## config.mk

```make
export PLATFORM = sky130hd
export DESIGN_NAME = led_palette_brightness_update_core_flat
export DESIGN_NICKNAME = d
export VERILOG_FILES = /design/src/rtl/lpbu_pkg.sv /design/src/rtl/lpbu_item_if.sv /design/src/rtl/lpbu_result_if.sv /design/src/rtl/lpbu_cfg_if.sv /design/src/rtl/lpbu_scale.sv /design/src/rtl/led_palette_brightness_update_core.sv /design/src/flat_wrapper.sv
export SDC_FILE = /design/constraint.sdc
export NUM_CORES = 1
export LEC_CHECK = 0
export ABC_AREA = 1
export BUFFER_PORTS_ARGS = -buffer_cell sky130_fd_sc_hd__buf_2
export CAP_MARGIN = 20
export CORE_MARGIN = 10
export CORE_UTILIZATION = 44
export DETAILED_ROUTE_END_ITERATION = 6
export PLACE_DENSITY = 0.69
export SYNTH_ARGS = -nofsm -noshare
export SYNTH_HDL_FRONTEND = slang
export SYNTH_SLANG_ARGS = --single-unit
```

## constraint.sdc

```tcl
create_clock -name clk -period 6.4 [get_ports clk]
set_input_delay 0.96 -clock clk [delete_from_list [all_inputs] [get_ports clk]]
set_output_delay 0.96 -clock clk [all_outputs]
set_load 0.02 [all_outputs]
```

## src/rtl/lpbu_pkg.sv

```systemverilog
package lpbu_pkg;

    localparam int unsigned BRIGHT_W   = 8;
    localparam int unsigned COLOR_W    = 4;
    localparam int unsigned CHAN_W     = 8;
    localparam int unsigned INDEX_W    = 5;
    localparam int unsigned TOTAL_W    = 6;
    localparam int unsigned CFG_ADDR_W = 3;
    localparam int unsigned CFG_DATA_W = 8;
    localparam int unsigned COUNT_W    = 5;
    localparam int unsigned MODE_W     = 2;

    localparam logic [CFG_ADDR_W-1:0] REG_DISPLAY_COLOR  = 3'd0;
    localparam logic [CFG_ADDR_W-1:0] REG_INTERNAL_COLOR = 3'd1;
    localparam logic [CFG_ADDR_W-1:0] REG_INTERNAL_LEVEL = 3'd2;
    localparam logic [CFG_ADDR_W-1:0] REG_INTERNAL_MODE  = 3'd3;
    localparam logic [CFG_ADDR_W-1:0] REG_BACKLIGHT_LEDS = 3'd4;
    localparam logic [CFG_ADDR_W-1:0] REG_INTERNAL_LEDS  = 3'd5;

    localparam logic [MODE_W-1:0] MODE_ALWAYS = 2'd0;
    localparam logic [MODE_W-1:0] MODE_ON     = 2'd1;
    localparam logic [MODE_W-1:0] MODE_AUTO   = 2'd2;

    localparam logic KIND_WRITE   = 1'b0;
    localparam logic KIND_REFRESH = 1'b1;

    localparam logic [BRIGHT_W-1:0] PREV_LEVEL_RST = 8'd123;
    localparam logic [COLOR_W-1:0]  PREV_COLOR_RST = 4'd15;
    localparam logic [COUNT_W-1:0]  BACKLIGHT_RST  = 5'd3;

    typedef enum logic [2:0] {
        S_IDLE,
        S_CHECK,
        S_CALC,
        S_BACKLIGHT,
        S_INTERNAL,
        S_REFRESH
    } state_t;

    typedef logic [23:0] rgb_t;

    function automatic rgb_t palette_rgb(input logic [COLOR_W-1:0] idx);
        rgb_t c;
        case (idx)
            4'd0:    c = {8'd255, 8'd79,  8'd0};
            4'd1:    c = {8'd255, 8'd170, 8'd0};
            4'd2:    c = {8'd167, 8'd255, 8'd0};
            4'd3:    c = {8'd0,   8'd255, 8'd0};
            4'd4:    c = {8'd0,   8'd255, 8'd127};
            4'd5:    c = {8'd0,   8'd210, 8'd210};
            4'd6:    c = {8'd0,   8'd127, 8'd255};
            4'd7:    c = {8'd0,   8'd0,   8'd255};
            4'd8:    c = {8'd127, 8'd0,   8'd255};
            4'd9:    c = {8'd210, 8'd0,   8'd210};
            4'd10:   c = {8'd255, 8'd0,   8'd127};
            4'd11:   c = {8'd255, 8'd0,   8'd0};
            4'd12:   c = {8'd140, 8'd140, 8'd140};
            default: c = 24'd0;
        endcase
        return c;
    endfunction

endpackage

```

## src/rtl/lpbu_item_if.sv

```systemverilog
interface lpbu_item_if;
    logic                          valid;
    logic                          ready;
    logic [lpbu_pkg::BRIGHT_W-1:0] brightness;

    modport source (output valid, output brightness, input ready);
    modport sink (input valid, input brightness, output ready);
endinterface

```

## src/rtl/lpbu_result_if.sv

```systemverilog
interface lpbu_result_if;
    logic                         valid;
    logic                         ready;
    logic                         kind;
    logic [lpbu_pkg::INDEX_W-1:0] led_index;
    logic [lpbu_pkg::CHAN_W-1:0]  red;
    logic [lpbu_pkg::CHAN_W-1:0]  green;
    logic [lpbu_pkg::CHAN_W-1:0]  blue;
    logic [lpbu_pkg::TOTAL_W-1:0] led_total;
    logic                         last;

    modport source (output valid, output kind, output led_index, output red, output green,
                    output blue, output led_total, output last, input ready);
    modport sink (input valid, input kind, input led_index, input red, input green,
                  input blue, input led_total, input last, output ready);
endinterface

```

## src/rtl/lpbu_cfg_if.sv

```systemverilog
interface lpbu_cfg_if;
    logic                            valid;
    logic                            ready;
    logic [lpbu_pkg::CFG_ADDR_W-1:0] index;
    logic [lpbu_pkg::CFG_DATA_W-1:0] data;

    modport source (output valid, output index, output data, input ready);
    modport sink (input valid, input index, input data, output ready);
endinterface

```

## src/rtl/lpbu_scale.sv

```systemverilog
module lpbu_scale (
    input  logic                         clk,
    input  logic [lpbu_pkg::CHAN_W-1:0]  p,
    input  logic [lpbu_pkg::CHAN_W-1:0]  lvl,
    output logic [lpbu_pkg::CHAN_W-1:0]  q
);

    logic [15:0] prod_reg;
    logic [16:0] sum;

    always_ff @(posedge clk)
    begin
        prod_reg <= 16'(p) * 16'(lvl);
    end

    // floor(x / 255) for x up to 255*255
    assign sum = {1'b0, prod_reg} + 17'd1 + {9'd0, prod_reg[15:8]};
    assign q   = sum[15:8];

endmodule

```

## src/rtl/led_palette_brightness_update_core.sv

```systemverilog
// channel | dir | beat contents
// --------+-----+--------------------------------------------------------
// item    | in  | brightness
// result  | out | kind, led_index, red, green, blue, led_total, last
// cfg     | in  | index, data (register write)
//
// An item that changes nothing returns to idle from the check step. Otherwise the
// check step is followed by six channel levels on the shared multiply/scale unit,
// then the LED writes, one per cycle while the result channel accepts them, and
// the refresh beat. Result back-pressure stalls the sequencer in place.
// Reset restores default settings, forgets the applied history; no clearing pass.
module led_palette_brightness_update_core #(
    parameter int unsigned MAX_LEDS     = 16,
    parameter int unsigned PALETTE_SIZE = 14
) (
    input  logic                 clk,
    input  logic                 rst_n,
    lpbu_item_if.sink            item,
    lpbu_result_if.source        result,
    lpbu_cfg_if.sink             cfg
);

    localparam logic [lpbu_pkg::COUNT_W-1:0] MAX_CNT  = lpbu_pkg::COUNT_W'(MAX_LEDS);
    localparam logic [lpbu_pkg::COLOR_W:0]   PAL_SIZE = (lpbu_pkg::COLOR_W+1)'(PALETTE_SIZE);
    localparam logic [lpbu_pkg::COLOR_W:0]   OFF_IDX  = (lpbu_pkg::COLOR_W+1)'(PALETTE_SIZE - 1);

    lpbu_pkg::state_t state_reg, state_next;

    logic [lpbu_pkg::COLOR_W-1:0]  display_color_reg, internal_color_reg;
    logic [lpbu_pkg::BRIGHT_W-1:0] internal_level_reg;
    logic [lpbu_pkg::MODE_W-1:0]   internal_mode_reg;
    logic [lpbu_pkg::COUNT_W-1:0]  backlight_leds_reg, internal_leds_reg;

    logic [lpbu_pkg::BRIGHT_W-1:0] prev_br_reg, prev_br_next;
    logic [lpbu_pkg::COLOR_W-1:0]  prev_dc_reg, prev_dc_next;
    logic [lpbu_pkg::COLOR_W-1:0]  prev_ic_reg, prev_ic_next;
    logic [lpbu_pkg::BRIGHT_W-1:0] prev_il_reg, prev_il_next;
    logic                          applied_reg, applied_next;

    logic [lpbu_pkg::BRIGHT_W-1:0] br_reg, br_next;
    logic [lpbu_pkg::BRIGHT_W-1:0] lvl_reg, lvl_next;
    logic [lpbu_pkg::COUNT_W-1:0]  nb_reg, nb_next, ni_reg, ni_next;
    logic                          has_color_reg, has_color_next;
    logic                          skip_reg, skip_next;
    logic [2:0]                    step_reg, step_next;
    logic [lpbu_pkg::COUNT_W-1:0]  cnt_reg, cnt_next;
    logic [lpbu_pkg::TOTAL_W-1:0]  total_reg, total_next;
    logic [lpbu_pkg::CHAN_W-1:0]   lev_reg [6];

    logic                          out_valid_reg, out_valid_next;
    logic                          out_kind_reg, out_kind_next;
    logic [lpbu_pkg::INDEX_W-1:0]  out_idx_reg, out_idx_next;
    logic [lpbu_pkg::CHAN_W-1:0]   out_r_reg, out_r_next;
    logic [lpbu_pkg::CHAN_W-1:0]   out_g_reg, out_g_next;
    logic [lpbu_pkg::CHAN_W-1:0]   out_b_reg, out_b_next;
    logic [lpbu_pkg::TOTAL_W-1:0]  out_total_reg, out_total_next;
    logic                          out_last_reg, out_last_next;

    logic                          slot_free;
    logic [lpbu_pkg::COLOR_W-1:0]  calc_color;
    lpbu_pkg::rgb_t                calc_rgb;
    logic [lpbu_pkg::CHAN_W-1:0]   op_p, op_lvl, scaled;
    logic [lpbu_pkg::COUNT_W-1:0]  nb_sat, ni_sat;
    logic [lpbu_pkg::COLOR_W-1:0]  cfg_color;
    logic [lpbu_pkg::COUNT_W:0]    start_pos;
    logic                          changed;

    assign item.ready = (state_reg == lpbu_pkg::S_IDLE);
    assign cfg.ready  = 1'b1;
    assign slot_free  = !out_valid_reg || result.ready;

    assign result.valid     = out_valid_reg;
    assign result.kind      = out_kind_reg;
    assign result.led_index = out_idx_reg;
    assign result.red       = out_r_reg;
    assign result.green     = out_g_reg;
    assign result.blue      = out_b_reg;
    assign result.led_total = out_total_reg;
    assign result.last      = out_last_reg;

    // shared scale unit: one channel level per cycle, product registered inside the unit
    assign calc_color = (step_reg < 3'd3) ? display_color_reg : internal_color_reg;
    assign calc_rgb   = lpbu_pkg::palette_rgb(calc_color);

    always_comb
    begin
        case (step_reg)
            3'd0, 3'd3: op_p = calc_rgb[23:16];
            3'd1, 3'd4: op_p = calc_rgb[15:8];
            3'd2, 3'd5: op_p = calc_rgb[7:0];
            default:    op_p = '0;
        endcase
        if ({1'b0, calc_color} >= OFF_IDX)
        begin
            op_p = '0;
        end
    end

    assign op_lvl = (step_reg < 3'd3) ? br_reg : lvl_reg;

    lpbu_scale u_scale (
        .clk (clk),
        .p   (op_p),
        .lvl (op_lvl),
        .q   (scaled)
    );

    assign nb_sat = (backlight_leds_reg > MAX_CNT) ? MAX_CNT : backlight_leds_reg;
    assign ni_sat = (internal_leds_reg > MAX_CNT) ? MAX_CNT : internal_leds_reg;
    assign start_pos = has_color_reg ? ({1'b0, nb_reg} + {1'b0, cnt_reg})
                                     : {1'b0, cnt_reg};
    assign cfg_color = ({1'b0, cfg.data[3:0]} < PAL_SIZE) ? cfg.data[3:0] : '0;
    assign changed = !applied_reg || (prev_br_reg != br_reg)
                     || (prev_dc_reg != display_color_reg)
                     || (prev_ic_reg != internal_color_reg)
                     || (prev_il_reg != internal_level_reg);

    always_comb
    begin
        state_next     = state_reg;
        prev_br_next   = prev_br_reg;
        prev_dc_next   = prev_dc_reg;
        prev_ic_next   = prev_ic_reg;
        prev_il_next   = prev_il_reg;
        applied_next   = applied_reg;
        br_next        = br_reg;
        lvl_next       = lvl_reg;
        nb_next        = nb_reg;
        ni_next        = ni_reg;
        has_color_next = has_color_reg;
        skip_next      = skip_reg;
        step_next      = step_reg;
        cnt_next       = cnt_reg;
        total_next     = total_reg;
        out_valid_next = out_valid_reg && !result.ready;
        out_kind_next  = out_kind_reg;
        out_idx_next   = out_idx_reg;
        out_r_next     = out_r_reg;
        out_g_next     = out_g_reg;
        out_b_next     = out_b_reg;
        out_total_next = out_total_reg;
        out_last_next  = out_last_reg;

        case (state_reg)
            lpbu_pkg::S_IDLE:
            begin
                if (item.valid)
                begin
                    br_next    = item.brightness;
                    state_next = lpbu_pkg::S_CHECK;
                end
            end
            lpbu_pkg::S_CHECK:
            begin
                if (!changed)
                begin
                    state_next = lpbu_pkg::S_IDLE;
                end
                else
                begin
                    nb_next        = nb_sat;
                    ni_next        = ni_sat;
                    has_color_next = ({1'b0, display_color_reg} != OFF_IDX);
                    skip_next      = applied_reg && (internal_mode_reg == lpbu_pkg::MODE_ON)
                                     && (prev_ic_reg == internal_color_reg)
                                     && (prev_il_reg == internal_level_reg);
                    lvl_next       = ((internal_mode_reg == lpbu_pkg::MODE_AUTO)
                                      && (br_reg == '0)) ? '0 : internal_level_reg;
                    prev_br_next   = br_reg;
                    prev_dc_next   = display_color_reg;
                    prev_ic_next   = internal_color_reg;
                    prev_il_next   = internal_level_reg;
                    applied_next   = 1'b1;
                    step_next      = '0;
                    cnt_next       = '0;
                    total_next     = '0;
                    state_next     = lpbu_pkg::S_CALC;
                end
            end
            lpbu_pkg::S_CALC:
            begin
                step_next = step_reg + 3'd1;
                if (step_reg == 3'd6)
                begin
                    state_next = lpbu_pkg::S_BACKLIGHT;
                end
            end
            lpbu_pkg::S_BACKLIGHT:
            begin
                if (!has_color_reg || (cnt_reg == nb_reg))
                begin
                    cnt_next   = '0;
                    state_next = lpbu_pkg::S_INTERNAL;
                end
                else if (slot_free)
                begin
                    out_valid_next = 1'b1;
                    out_kind_next  = lpbu_pkg::KIND_WRITE;
                    out_idx_next   = cnt_reg;
                    out_r_next     = lev_reg[0];
                    out_g_next     = lev_reg[1];
                    out_b_next     = lev_reg[2];
                    out_total_next = '0;
                    out_last_next  = 1'b0;
                    cnt_next       = cnt_reg + 5'd1;
                    total_next     = total_reg + 6'd1;
                end
            end
            lpbu_pkg::S_INTERNAL:
            begin
                if (skip_reg || (cnt_reg == ni_reg))
                begin
                    state_next = lpbu_pkg::S_REFRESH;
                end
                else if (slot_free)
                begin
                    out_valid_next = 1'b1;
                    out_kind_next  = lpbu_pkg::KIND_WRITE;
                    out_idx_next   = start_pos[lpbu_pkg::INDEX_W-1:0];
                    out_r_next     = lev_reg[3];
                    out_g_next     = lev_reg[4];
                    out_b_next     = lev_reg[5];
                    out_total_next = '0;
                    out_last_next  = 1'b0;
                    cnt_next       = cnt_reg + 5'd1;
                    total_next     = total_reg + 6'd1;
                end
            end
            lpbu_pkg::S_REFRESH:
            begin
                if (slot_free)
                begin
                    out_valid_next = 1'b1;
                    out_kind_next  = lpbu_pkg::KIND_REFRESH;
                    out_idx_next   = '0;
                    out_r_next     = '0;
                    out_g_next     = '0;
                    out_b_next     = '0;
                    out_total_next = total_reg;
                    out_last_next  = 1'b1;
                    state_next     = lpbu_pkg::S_IDLE;
                end
            end
            default:
            begin
                state_next = lpbu_pkg::S_IDLE;
            end
        endcase
    end

    always_ff @(posedge clk or negedge rst_n)
    begin
        if (!rst_n)
        begin
            state_reg          <= lpbu_pkg::S_IDLE;
            display_color_reg  <= '0;
            internal_color_reg <= '0;
            internal_level_reg <= '0;
            internal_mode_reg  <= lpbu_pkg::MODE_ALWAYS;
            backlight_leds_reg <= lpbu_pkg::BACKLIGHT_RST;
            internal_leds_reg  <= '0;
            prev_br_reg        <= lpbu_pkg::PREV_LEVEL_RST;
            prev_dc_reg        <= lpbu_pkg::PREV_COLOR_RST;
            prev_ic_reg        <= lpbu_pkg::PREV_COLOR_RST;
            prev_il_reg        <= lpbu_pkg::PREV_LEVEL_RST;
            applied_reg        <= 1'b0;
            step_reg           <= '0;
            cnt_reg            <= '0;
            total_reg          <= '0;
            has_color_reg      <= 1'b0;
            skip_reg           <= 1'b0;
            nb_reg             <= '0;
            ni_reg             <= '0;
            out_valid_reg      <= 1'b0;
        end
        else
        begin
            state_reg     <= state_next;
            prev_br_reg   <= prev_br_next;
            prev_dc_reg   <= prev_dc_next;
            prev_ic_reg   <= prev_ic_next;
            prev_il_reg   <= prev_il_next;
            applied_reg   <= applied_next;
            step_reg      <= step_next;
            cnt_reg       <= cnt_next;
            total_reg     <= total_next;
            has_color_reg <= has_color_next;
            skip_reg      <= skip_next;
            nb_reg        <= nb_next;
            ni_reg        <= ni_next;
            out_valid_reg <= out_valid_next;
            if (cfg.valid)
            begin
                case (cfg.index)
                    lpbu_pkg::REG_DISPLAY_COLOR:  display_color_reg  <= cfg_color;
                    lpbu_pkg::REG_INTERNAL_COLOR: internal_color_reg <= cfg_color;
                    lpbu_pkg::REG_INTERNAL_LEVEL: internal_level_reg <= cfg.data;
                    lpbu_pkg::REG_INTERNAL_MODE:  internal_mode_reg  <= cfg.data[1:0];
                    lpbu_pkg::REG_BACKLIGHT_LEDS: backlight_leds_reg <= cfg.data[4:0];
                    lpbu_pkg::REG_INTERNAL_LEDS:  internal_leds_reg  <= cfg.data[4:0];
                    default: ;
                endcase
            end
        end
    end

    always_ff @(posedge clk)
    begin
        br_reg        <= br_next;
        lvl_reg       <= lvl_next;
        out_kind_reg  <= out_kind_next;
        out_idx_reg   <= out_idx_next;
        out_r_reg     <= out_r_next;
        out_g_reg     <= out_g_next;
        out_b_reg     <= out_b_next;
        out_total_reg <= out_total_next;
        out_last_reg  <= out_last_next;
        if ((state_reg == lpbu_pkg::S_CALC) && (step_reg != 3'd0))
        begin
            lev_reg[step_reg - 3'd1] <= scaled;
        end
    end

    a_write_no_total: assert property (@(posedge clk) disable iff (!rst_n)
        (result.valid && (result.kind == lpbu_pkg::KIND_WRITE))
            |-> (result.led_total == '0) && !result.last)
        else $error("LED write beat carries a total or last flag");

    a_total_bound: assert property (@(posedge clk) disable iff (!rst_n)
        (result.valid && (result.kind == lpbu_pkg::KIND_REFRESH))
            |-> ({1'b0, result.led_total} <= 7'(2 * MAX_LEDS)))
        else $error("refresh total exceeds two strips of LEDs");

    a_calc_quiet: assert property (@(posedge clk) disable iff (!rst_n)
        ((state_reg == lpbu_pkg::S_CALC) && !$past(out_valid_reg)) |-> !out_valid_reg)
        else $error("result loaded while the scale unit is busy");

    a_accept_to_check: assert property (@(posedge clk) disable iff (!rst_n)
        (item.valid && item.ready) |=> (state_reg == lpbu_pkg::S_CHECK) && !item.ready)
        else $error("accepted item not taken to the check step");

endmodule

```

## src/flat_wrapper.sv

```systemverilog
// flat-port wrapper written by rule: the top's interface ports become plain ports
module led_palette_brightness_update_core_flat 
#(
    parameter int unsigned MAX_LEDS     = 16,
    parameter int unsigned PALETTE_SIZE = 14
)
  (clk, rst_n, item_valid, item_brightness, item_ready, result_valid, result_kind, result_led_index, result_red, result_green, result_blue, result_led_total, result_last, result_ready, cfg_valid, cfg_index, cfg_data, cfg_ready);
  lpbu_item_if item_i ();
  lpbu_result_if result_i ();
  lpbu_cfg_if cfg_i ();
  input  logic clk;
  input  logic rst_n;
  input wire logic [$bits(item_i.valid)-1:0] item_valid;
  input wire logic [$bits(item_i.brightness)-1:0] item_brightness;
  output wire logic [$bits(item_i.ready)-1:0] item_ready;
  output wire logic [$bits(result_i.valid)-1:0] result_valid;
  output wire logic [$bits(result_i.kind)-1:0] result_kind;
  output wire logic [$bits(result_i.led_index)-1:0] result_led_index;
  output wire logic [$bits(result_i.red)-1:0] result_red;
  output wire logic [$bits(result_i.green)-1:0] result_green;
  output wire logic [$bits(result_i.blue)-1:0] result_blue;
  output wire logic [$bits(result_i.led_total)-1:0] result_led_total;
  output wire logic [$bits(result_i.last)-1:0] result_last;
  input wire logic [$bits(result_i.ready)-1:0] result_ready;
  input wire logic [$bits(cfg_i.valid)-1:0] cfg_valid;
  input wire logic [$bits(cfg_i.index)-1:0] cfg_index;
  input wire logic [$bits(cfg_i.data)-1:0] cfg_data;
  output wire logic [$bits(cfg_i.ready)-1:0] cfg_ready;
  assign item_i.valid = item_valid;
  assign item_i.brightness = item_brightness;
  assign item_ready = item_i.ready;
  assign result_valid = result_i.valid;
  assign result_kind = result_i.kind;
  assign result_led_index = result_i.led_index;
  assign result_red = result_i.red;
  assign result_green = result_i.green;
  assign result_blue = result_i.blue;
  assign result_led_total = result_i.led_total;
  assign result_last = result_i.last;
  assign result_i.ready = result_ready;
  assign cfg_i.valid = cfg_valid;
  assign cfg_i.index = cfg_index;
  assign cfg_i.data = cfg_data;
  assign cfg_ready = cfg_i.ready;
  led_palette_brightness_update_core #(.MAX_LEDS(MAX_LEDS), .PALETTE_SIZE(PALETTE_SIZE)) u_core (.clk(clk), .rst_n(rst_n), .item(item_i), .result(result_i), .cfg(cfg_i));
endmodule
```

==> out/metrics.yaml, run 1 <==
status: "finished clean"
fillers: 2332
dr_total_vias: 8108
synth-async-reset-ratio_pct: 41.5
seqCellArea_um2: 5460
fp.dieW_um: 180
crit_family: "adder cells"
fmax_ghz: 0.181
r2r_slack_ps: 870
synth_ff_type: "edfxtp_1"
hpwl_um: 17200
grt_pass1_vias: 7998
multi_input_area_um2: 5020
synthTopCellsByArea: "edfxtp_1, dfrtp_1, nand2_1"
synthSimpleGateAreaFrac_pct: 19.9
portBuffers: 62
arrival_ps: 5860
largest_reg_flops: 48
clkLatencyLatePin_ps: 440
drv.max_cap_violation_count: 0
drive_gt1_share_pct: 12.6
fin_area_um2: 12500
synth_top_family_by_area: "simple AND/OR/NAND/NOR gates"
rsz0062_at_grt: "no"
crit_fanout: 28
fin_nets: 1411
hp-class: "primary input to async pin"
boundaryPins: 64
grtUsageTotal_pct: 14.6
fin_crit_ps: 5530
diodes: 0
clock_skew_ps: 15.6
critPathCaptureType: "register"
initial_utilization_pct: 44.7
placed_cell_area_um2: 11900
tightest_slew_ps: 991
path_class: "register to register"
core-area_um2: 25200
route.met3.wl_um: 1120
cts.clk_slew.worst_paths_ps: 80
slew_violations: 0
period_share_pct: 86.4
avgSynthCellArea_um2: 9.12
slowest_delay_ps: 590
stdcell_count: 1638
die_h_um: 180
synth_xor_area_share_pct: 3.27
startpoint_type: "register"
setup_viol: 0
cts_tree: "yes"
synth_top_area_share_pct: 26.9
fin_setup_tns_ps: 0
synth_nets: 1351
gp_congestion: 0.865
wl_met1_um: 11000
dp_cells: 1606
grt-ovfl-total: 0
drc_errors: 0
ant_nets: 0
cts_buffer_depth: 2
antenna_found_initial: 0
synth_largest_area_cell: "edfxtp_1"
crit_buf_inv: 4
dr.pass1.iters: 5
synthCells: 1235
cts-root-buf: "clkbuf_16"
hold_viol_final: 0
wl_per_cell_um: 14.2
clock_sinks: 200
grt_pass1_wl_um: 39500
postCtsSetupRepairBufs: 0
totalWireLength_um: 23300
ctsResizeCount: 0
grt_max_degree: 68
synth_commonest_cells: "nand2_1, inv_1, nor2_1, o21ai_0, edfxtp_1"
yosysUniqueCellTypes: 50
critical_path_required_ps: 6740
synth_fa_ha_area_share_pct: 12.7
drt_iter0_markers: 555
synth_edf_count: 101
yosys_register_bits: 200
crit_slowest_cell: "fa_1"
final_util_pct: 49.7
htree_levels: 4
top_layer: "met4"
fp-row-count: 58
hold_buffers: 0
numCtsBuffers: 17
synth-seq-area-share_pct: 48.5
synth_compound_area_share_pct: 8.59
routed-wl-met2_um: 10900
yosys_warnings: 0
vias_per_cell: 4.95
slew_headroom_pct: 33.7
mappedNetlistArea_um2: 11300
area_growth_syn_to_layout_pct: 11.1
crit_top_cell: "nand2_1"
post-synth-top-count-cell: "nand2_1"
dieArea_um2: 32400
synthMuxAreaShare_pct: 0
-- metal layers --
| metal | vias up | track usage [%] |
|---|---|---|
| li1 | 4123 | - |
| met1 | 3776 | 19.1 |
| met2 | 192 | 23.8 |
| met3 | 17 | 2.95 |
| met4 | 0 | 4.33 |
| met5 | - | 0 |
-- through the flow --
stage	hold WS (ps)	setup WS, ps
after detailed placement	463	915
after floorplan	434	1320
after CTS	365	904
final	372	870
after global placement	448	1020
after global routing	369	385
-- layout by cell type (no fill, tap or decap), types with 22 or more instances in the layout --
cell | synthesis | layout
nand2_1 | 292 | 291
a21oi_1 | 32 | 32
ha_1 | 55 | 55
nand3_1 | 52 | 52
inv_1 | 164 | 164
buf_2 | 10 | 61
fa_1 | 37 | 37
dfrtp_1 | 61 | 61
edfxtp_1 | 101 | 101
nor2_1 | 120 | 119
dfstp_2 | 22 | 22
o21ai_0 | 115 | 115
-- cells by family (layout without fill, tap and decap cells) --
group	count (synthesis)	after routing
buffers and inverters	200	273
AO/OA/AOI/OAI	176	176
flip-flops	200	200
adder cells (fa/ha/maj)	92	92
other	1	1
AND/OR/NAND/NOR	524	524
XOR/XNOR	42	42
-- layout make-up --
type	instances	area share (%)
clock buffer	19	3.54
clock inverter	13	1.31
inverter	173	5.21
multi-input combinational	835	40.1
sequential	200	43.6
tap	330	3.30
timing repair buffer	68	2.86
-- final timing paths --
kind | endpoint | depth (start not counted) | from
min | u_core.prev_br_reg[2] | 1 | rst_n
max | u_core.u_scale.prod_reg[13] | 26 | u_core.step_reg[0]
max in group asynchronous | u_core.has_color_reg | 2 | rst_n
max reg2reg | u_core.u_scale.prod_reg[13] | 26 | u_core.step_reg[0]
min in group clk | u_core.total_reg[3] | 2 | u_core.total_reg[3]
min reg2reg | u_core.total_reg[3] | 2 | u_core.total_reg[3]
-- worst reg2reg max path, cell delays in order, from the launching register on --
cell and delay (ps):
dfrtp_1 430, nand2_1 180, nand2_8 160, o21ai_4 330, nand2_2 120, nand3_1 100, nand3_1 120, nand2_1 100
inv_1 50, nand2_1 60, nand2_2 100, inv_2 130, nand2_1 80, fa_1 590, fa_1 460, fa_1 540
fa_1 550, inv_1 40, ha_1 350, a21oi_1 180, o21ai_0 110, nor2_1 170, o21ai_0 140, a21oi_1 210
inv_1 60, nand2_1 50, nand2_1 40
Power of run 1 is left out: the tool's default activity adds up to more than one toggle a clock period on the data nets, which glitch-free logic cannot reach.
==> inputs of run 2 (changes only) <==
--- a/config.mk
+++ b/config.mk
@@ -10,6 +10,7 @@
 export CAP_MARGIN = 20
 export CORE_MARGIN = 10
 export CORE_UTILIZATION = 44
+export CTS_BUF_LIST = sky130_fd_sc_hd__clkbuf_16
 export DETAILED_ROUTE_END_ITERATION = 6
 export PLACE_DENSITY = 0.69
 export SYNTH_ARGS = -nofsm -noshare
==> run 2 against run 1 <==
  * Die area unchanged
  * Global-route usage hardly changed
  * Via count about the same
  * Worst setup slack gained 15 ps
  * Utilization hardly changed
  * Wire length down 0.16%
  * First-iteration DRC count grew 2.0%
  * Fmax increased by 0.27%
  * Register-to-register slack about the same
  * Sequential cell count unchanged
==> out/metrics.yaml, run 2 (synthesis results as in run 1) <==
status: "finished clean"
numCtsBuffers: 17  # unchanged
grt-ovfl-total: 0  # unchanged
drive_gt1_share_pct: 12.6  # unchanged
tightest_slew_ps: 984  # -6.40 ps
wl_per_cell_um: 14.2  # -0.16%
die_h_um: 180  # unchanged
clock_sinks: 200  # unchanged
mostFrequentLayoutCell: "nand2_1"
setup_viol: 0  # unchanged
fillers: 2335  # +0.13%
arrival_ps: 5850  # about the same
rsz0062_at_grt: "no"
fin_nets: 1411  # unchanged
fin_crit_ps: 5510  # -15.0 ps
totalWireLength_um: 23300  # -0.16%
diodes: 0  # unchanged
drt_iter0_markers: 566  # +2.0%
slew_headroom_pct: 34.3  # +0.60 points
hold_buffers: 0  # unchanged
critical_path_required_ps: 6740  # about the same
drc_errors: 0  # unchanged
largest_reg_flops: 48  # unchanged
dr.pass1.iters: 5  # unchanged
hp-class: "primary input to async pin"
crit_family: "adder cells"
htree_levels: 4  # unchanged
core-area_um2: 25200  # unchanged
cts.clk_slew.worst_paths_ps: 80  # about the same
initial_utilization_pct: 44.7  # unchanged
path_class: "register to register"
cts_tree: "yes"
grt_pass1_wl_um: 39600  # about the same
boundaryPins: 64  # unchanged
rr_startpoint: "u_core.step_reg[0]"
ctsResizeCount: 0  # unchanged
dieArea_um2: 32400  # unchanged
fin_setup_tns_ps: 0  # unchanged
antenna_found_initial: 0  # unchanged
fp-row-count: 58  # unchanged
place_ws_ps: 915  # unchanged
layout_setup_ws_ps: 885  # +15.0 ps
final_util_pct: 49.6  # about the same
most-common-layout-cells: "nand2_1, inv_1, nor2_1"
crit_buf_inv: 6  # +2
clock_skew_ps: 15.1  # -0.520 ps
slew_violations: 0  # unchanged
critPathCaptureType: "register"
clkLatencyLatePin_ps: 440  # about the same
r2r_cells: 26  # unchanged
ant_nets: 0  # unchanged
hpwl_um: 17200  # unchanged
gp_congestion: 0.865  # unchanged
slowest_delay_ps: 550  # -40 ps
fp.dieW_um: 180  # unchanged
grtUsageTotal_pct: 14.6  # about the same
cp.depth: 26  # unchanged
cts-root-buf: "clkbuf_16"
r2r-end: "u_core.u_scale.prod_reg[13]"
grt_pass1_vias: 8010  # +0.15%
crit_fanout: 6  # -79%
cts_buffer_depth: 2  # unchanged
crit_slowest_cell: "fa_1"
postCtsSetupRepairBufs: 0  # unchanged
startpoint_type: "register"
period_share_pct: 86.2  # -0.23 points
r2r_slack_ps: 890  # about the same
area_growth_syn_to_layout_pct: 11.0  # about the same
portBuffers: 62  # unchanged
vias_per_cell: 4.95  # about the same
fmax_ghz: 0.181  # +0.27%
grt_max_degree: 68  # unchanged
drv.max_cap_violation_count: 0  # unchanged
seqCellArea_um2: 5460  # unchanged
multi_input_area_um2: 5020  # unchanged
hold_viol_final: 0  # unchanged
dr_total_vias: 8102  # -0.074%
==> run 2: worst max-delay path by stage <==
stage                                  start                          end  slack, ps
after floorplan           u_core.step_reg[0]  u_core.u_scale.prod_reg[13]       1320
after global placement    u_core.step_reg[0]  u_core.u_scale.prod_reg[13]       1020
after detailed placement  u_core.step_reg[0]  u_core.u_scale.prod_reg[13]        910
after CTS                 u_core.step_reg[0]  u_core.u_scale.prod_reg[13]        900
after global routing      u_core.step_reg[0]  u_core.u_scale.prod_reg[13]        380
final                     u_core.step_reg[0]  u_core.u_scale.prod_reg[13]        890
==> run 2: worst reg2reg max path, delay by kind of cell (launching register included) <==
family	cells	cell delay, ps
buf+inv	6	460
compound gates	4	640
fa+ha+maj	7	2840
simple gates	9	1050
flops	1	420
==> run 2: area by class of cell <==
type | count | share of cell area (%)
Clock buffer | 17 | 3.40
Inverter | 173 | 5.22
Multi-Input combinational cell | 835 | 40.2
Timing Repair Buffer | 68 | 2.86
Sequential cell | 200 | 43.7
Clock inverter | 15 | 1.37
Tap cell | 330 | 3.30
==> run 2: layer usage <==
metal	share of wire, %	routed length, µm	track usage (%)
met5	0	0	0
met4	1.4	323	4.33
met3	5.2	1220	2.95
met2	47	10900	23.8
met1	47	10900	19.1
==> run 2: stage by stage <==
stage / std cells / cell area, µm² / hold slack, ps
after floorplan: 1235 / 11300 / 434
after global placement: 1606 / 11900 / 448
after detailed placement: 1606 / 11900 / 463
after CTS: 1638 / 12500 / 365
after global routing: 1638 / 12500 / 369
final: 1638 / 12500 / 373
Power of run 2 is left out for the same reason.
==> inputs of run 3 (changes only) <==
--- a/config.mk
+++ b/config.mk
@@ -8,11 +8,14 @@
 export ABC_AREA = 1
 export BUFFER_PORTS_ARGS = -buffer_cell sky130_fd_sc_hd__buf_2
 export CAP_MARGIN = 20
+export CELL_PAD_IN_SITES_DETAIL_PLACEMENT = 0
+export CELL_PAD_IN_SITES_GLOBAL_PLACEMENT = 1
 export CORE_MARGIN = 10
 export CORE_UTILIZATION = 44
 export CTS_BUF_LIST = sky130_fd_sc_hd__clkbuf_16
 export DETAILED_ROUTE_END_ITERATION = 6
-export PLACE_DENSITY = 0.69
+export PLACE_DENSITY = 0.83
+export SETUP_SLACK_MARGIN = 0.3
 export SYNTH_ARGS = -nofsm -noshare
 export SYNTH_HDL_FRONTEND = slang
 export SYNTH_SLANG_ARGS = --single-unit
==> constraint.sdc (replaced) <==
create_clock -name clk -period 6.45 [get_ports clk]
set_input_delay 0.9675 -clock clk [delete_from_list [all_inputs] [get_ports clk]]
set_output_delay 0.9675 -clock clk [all_outputs]
set_load 0.02 [all_outputs]
==> run 3 against run 2 <==
  * Sequential share of layout area grew 0.17 points
  * Critical path type unchanged
  * Non-clock buffer count grew 1
  * Clock-buffer cell count is the same
  * Cell count is essentially flat
  * Critical path depth grew 1
  * Wire length shrank 1.6%
  * Final area shrank 0.39%
==> out/metrics.yaml, run 3 (synthesis results as in run 1) <==
status: "finished clean"
hp-class: "primary input to async pin"
critical_path_required_ps: 6770  # +30 ps
crit_family: "adder cells"
cts.clk_slew.worst_paths_ps: 70  # about the same
area_growth_syn_to_layout_pct: 10.6
gp_congestion: 0.869  # +0.51%
antenna_found_initial: 0  # unchanged
fp.dieW_um: 180  # unchanged
hold_buffers: 0  # unchanged
grt_pass1_wl_um: 39600  # +0.14%
die_h_um: 180  # unchanged
tightest_slew_ps: 965  # -19.9 ps
dr_total_vias: 8092  # -0.12%
grt_pass1_vias: 8143  # +1.7%
critPathCaptureType: "register"
r2r_cells: 27  # +3.8%
fin_crit_ps: 5530  # +10.5 ps
largest_reg_flops: 48  # unchanged
cts-root-buf: "clkbuf_16"
arrival_ps: 5840  # about the same
crit_slowest_cell: "fa_1"
crit_buf_inv: 7  # +1
rsz0062_at_grt: "no"
vias_per_cell: 4.94  # -0.18%
clkLatencyLatePin_ps: 430  # about the same
drt_iter0_markers: 516  # -8.8%
final_util_pct: 49.4  # -0.19 points
hpwl_um: 17200  # about the same
postCtsSetupRepairBufs: 0  # unchanged
cts_tree: "yes"
cp.depth: 27  # +3.8%
ctsResizeCount: 0  # unchanged
r2r_slack_ps: 920  # +40 ps
drive_gt1_share_pct: 12.5  # -0.086 points
drc_errors: 0  # unchanged
cts_buffer_depth: 2  # unchanged
grtUsageTotal_pct: 14.6  # about the same
drv.max_cap_violation_count: 0  # unchanged
hold_viol_final: 0  # unchanged
mostFrequentLayoutCell: "nand2_1"
slew_violations: 0  # unchanged
crit_fanout: 6  # unchanged
htree_levels: 4  # unchanged
clock_sinks: 200  # unchanged
wl_per_cell_um: 14.0  # -1.6%
ant_nets: 0  # unchanged
clock_skew_ps: 16.2  # +1.07 ps
most-common-layout-cells: "nand2_1, inv_1, nor2_1"
period_share_pct: 85.7  # -0.50 points
slew_headroom_pct: 35.6  # +1.3 points
slowest_delay_ps: 520  # -30 ps
grt_max_degree: 71  # +4.4%
diodes: 0  # unchanged
fin_nets: 1412  # +0.071%
fp-row-count: 58  # unchanged
initial_utilization_pct: 44.7  # unchanged
boundaryPins: 64  # unchanged
totalWireLength_um: 22900  # -1.6%
grt-ovfl-total: 0  # unchanged
dr.pass1.iters: 6  # +1
setup_viol: 0  # unchanged
core-area_um2: 25200  # unchanged
fmax_ghz: 0.181  # -0.19%
portBuffers: 62  # unchanged
numCtsBuffers: 17  # unchanged
dieArea_um2: 32400  # unchanged
fin_setup_tns_ps: 0  # unchanged
startpoint_type: "register"
path_class: "register to register"
## run 3: cell types whose count changed in the layout (fill, tap and decap cells not counted), sizes merged
| cell | change |
|---|---|
| clkbuf | +1 |
| inv | -1 |
| bufinv | -2 |
| clkinvlp | +3 |
## run 3: path summary, 6_finish.rpt
kind / start / end
max in group asynchronous: rst_n / u_core.step_reg[0]
min in group clk: u_core.applied_reg / u_core.applied_reg
min: rst_n / u_core.internal_level_reg[5]
max: u_core.step_reg[0] / u_core.u_scale.prod_reg[13]
min reg2reg: u_core.applied_reg / u_core.applied_reg
max reg2reg: u_core.step_reg[0] / u_core.u_scale.prod_reg[13]
## run 3: worst reg2reg max path: cells and delay by family, from the launching register on
kind / cells / cell delay [ps]
adder cells (fa/ha/maj): 7 / 2770
AO/OA/AOI/OAI: 2 / 390
buffers and inverters: 7 / 510
flip-flops: 1 / 410
AND/OR/NAND/NOR: 11 / 1330
## run 3: through the flow
stage,worst slack (ps),cells,area (µm²),hold slack (ps)
floorplan,1370,1235,11300,434
global placement,1070,1605,11900,447
detailed placement,940,1606,11900,450
CTS,932,1638,12400,363
global route,404,1639,12400,362
finish,925,1639,12400,374
## run 3: routing by layer
metal  wire length [µm]  GRT usage (%)
met5                  0              0
met4                292           3.80
met2              10600           23.9
met3               1030           3.17
met1              11000           19.1
## run 3: area by class of cell
cell class,count,area [µm²]
fill,2400,12700
sequential,200,5460
multi-input combinational,835,5010
inverter,173,652
clock buffer,17,425
tap,330,413
timing repair buffer,69,363
clock inverter,15,123
Power of run 3 is left out for the same reason.
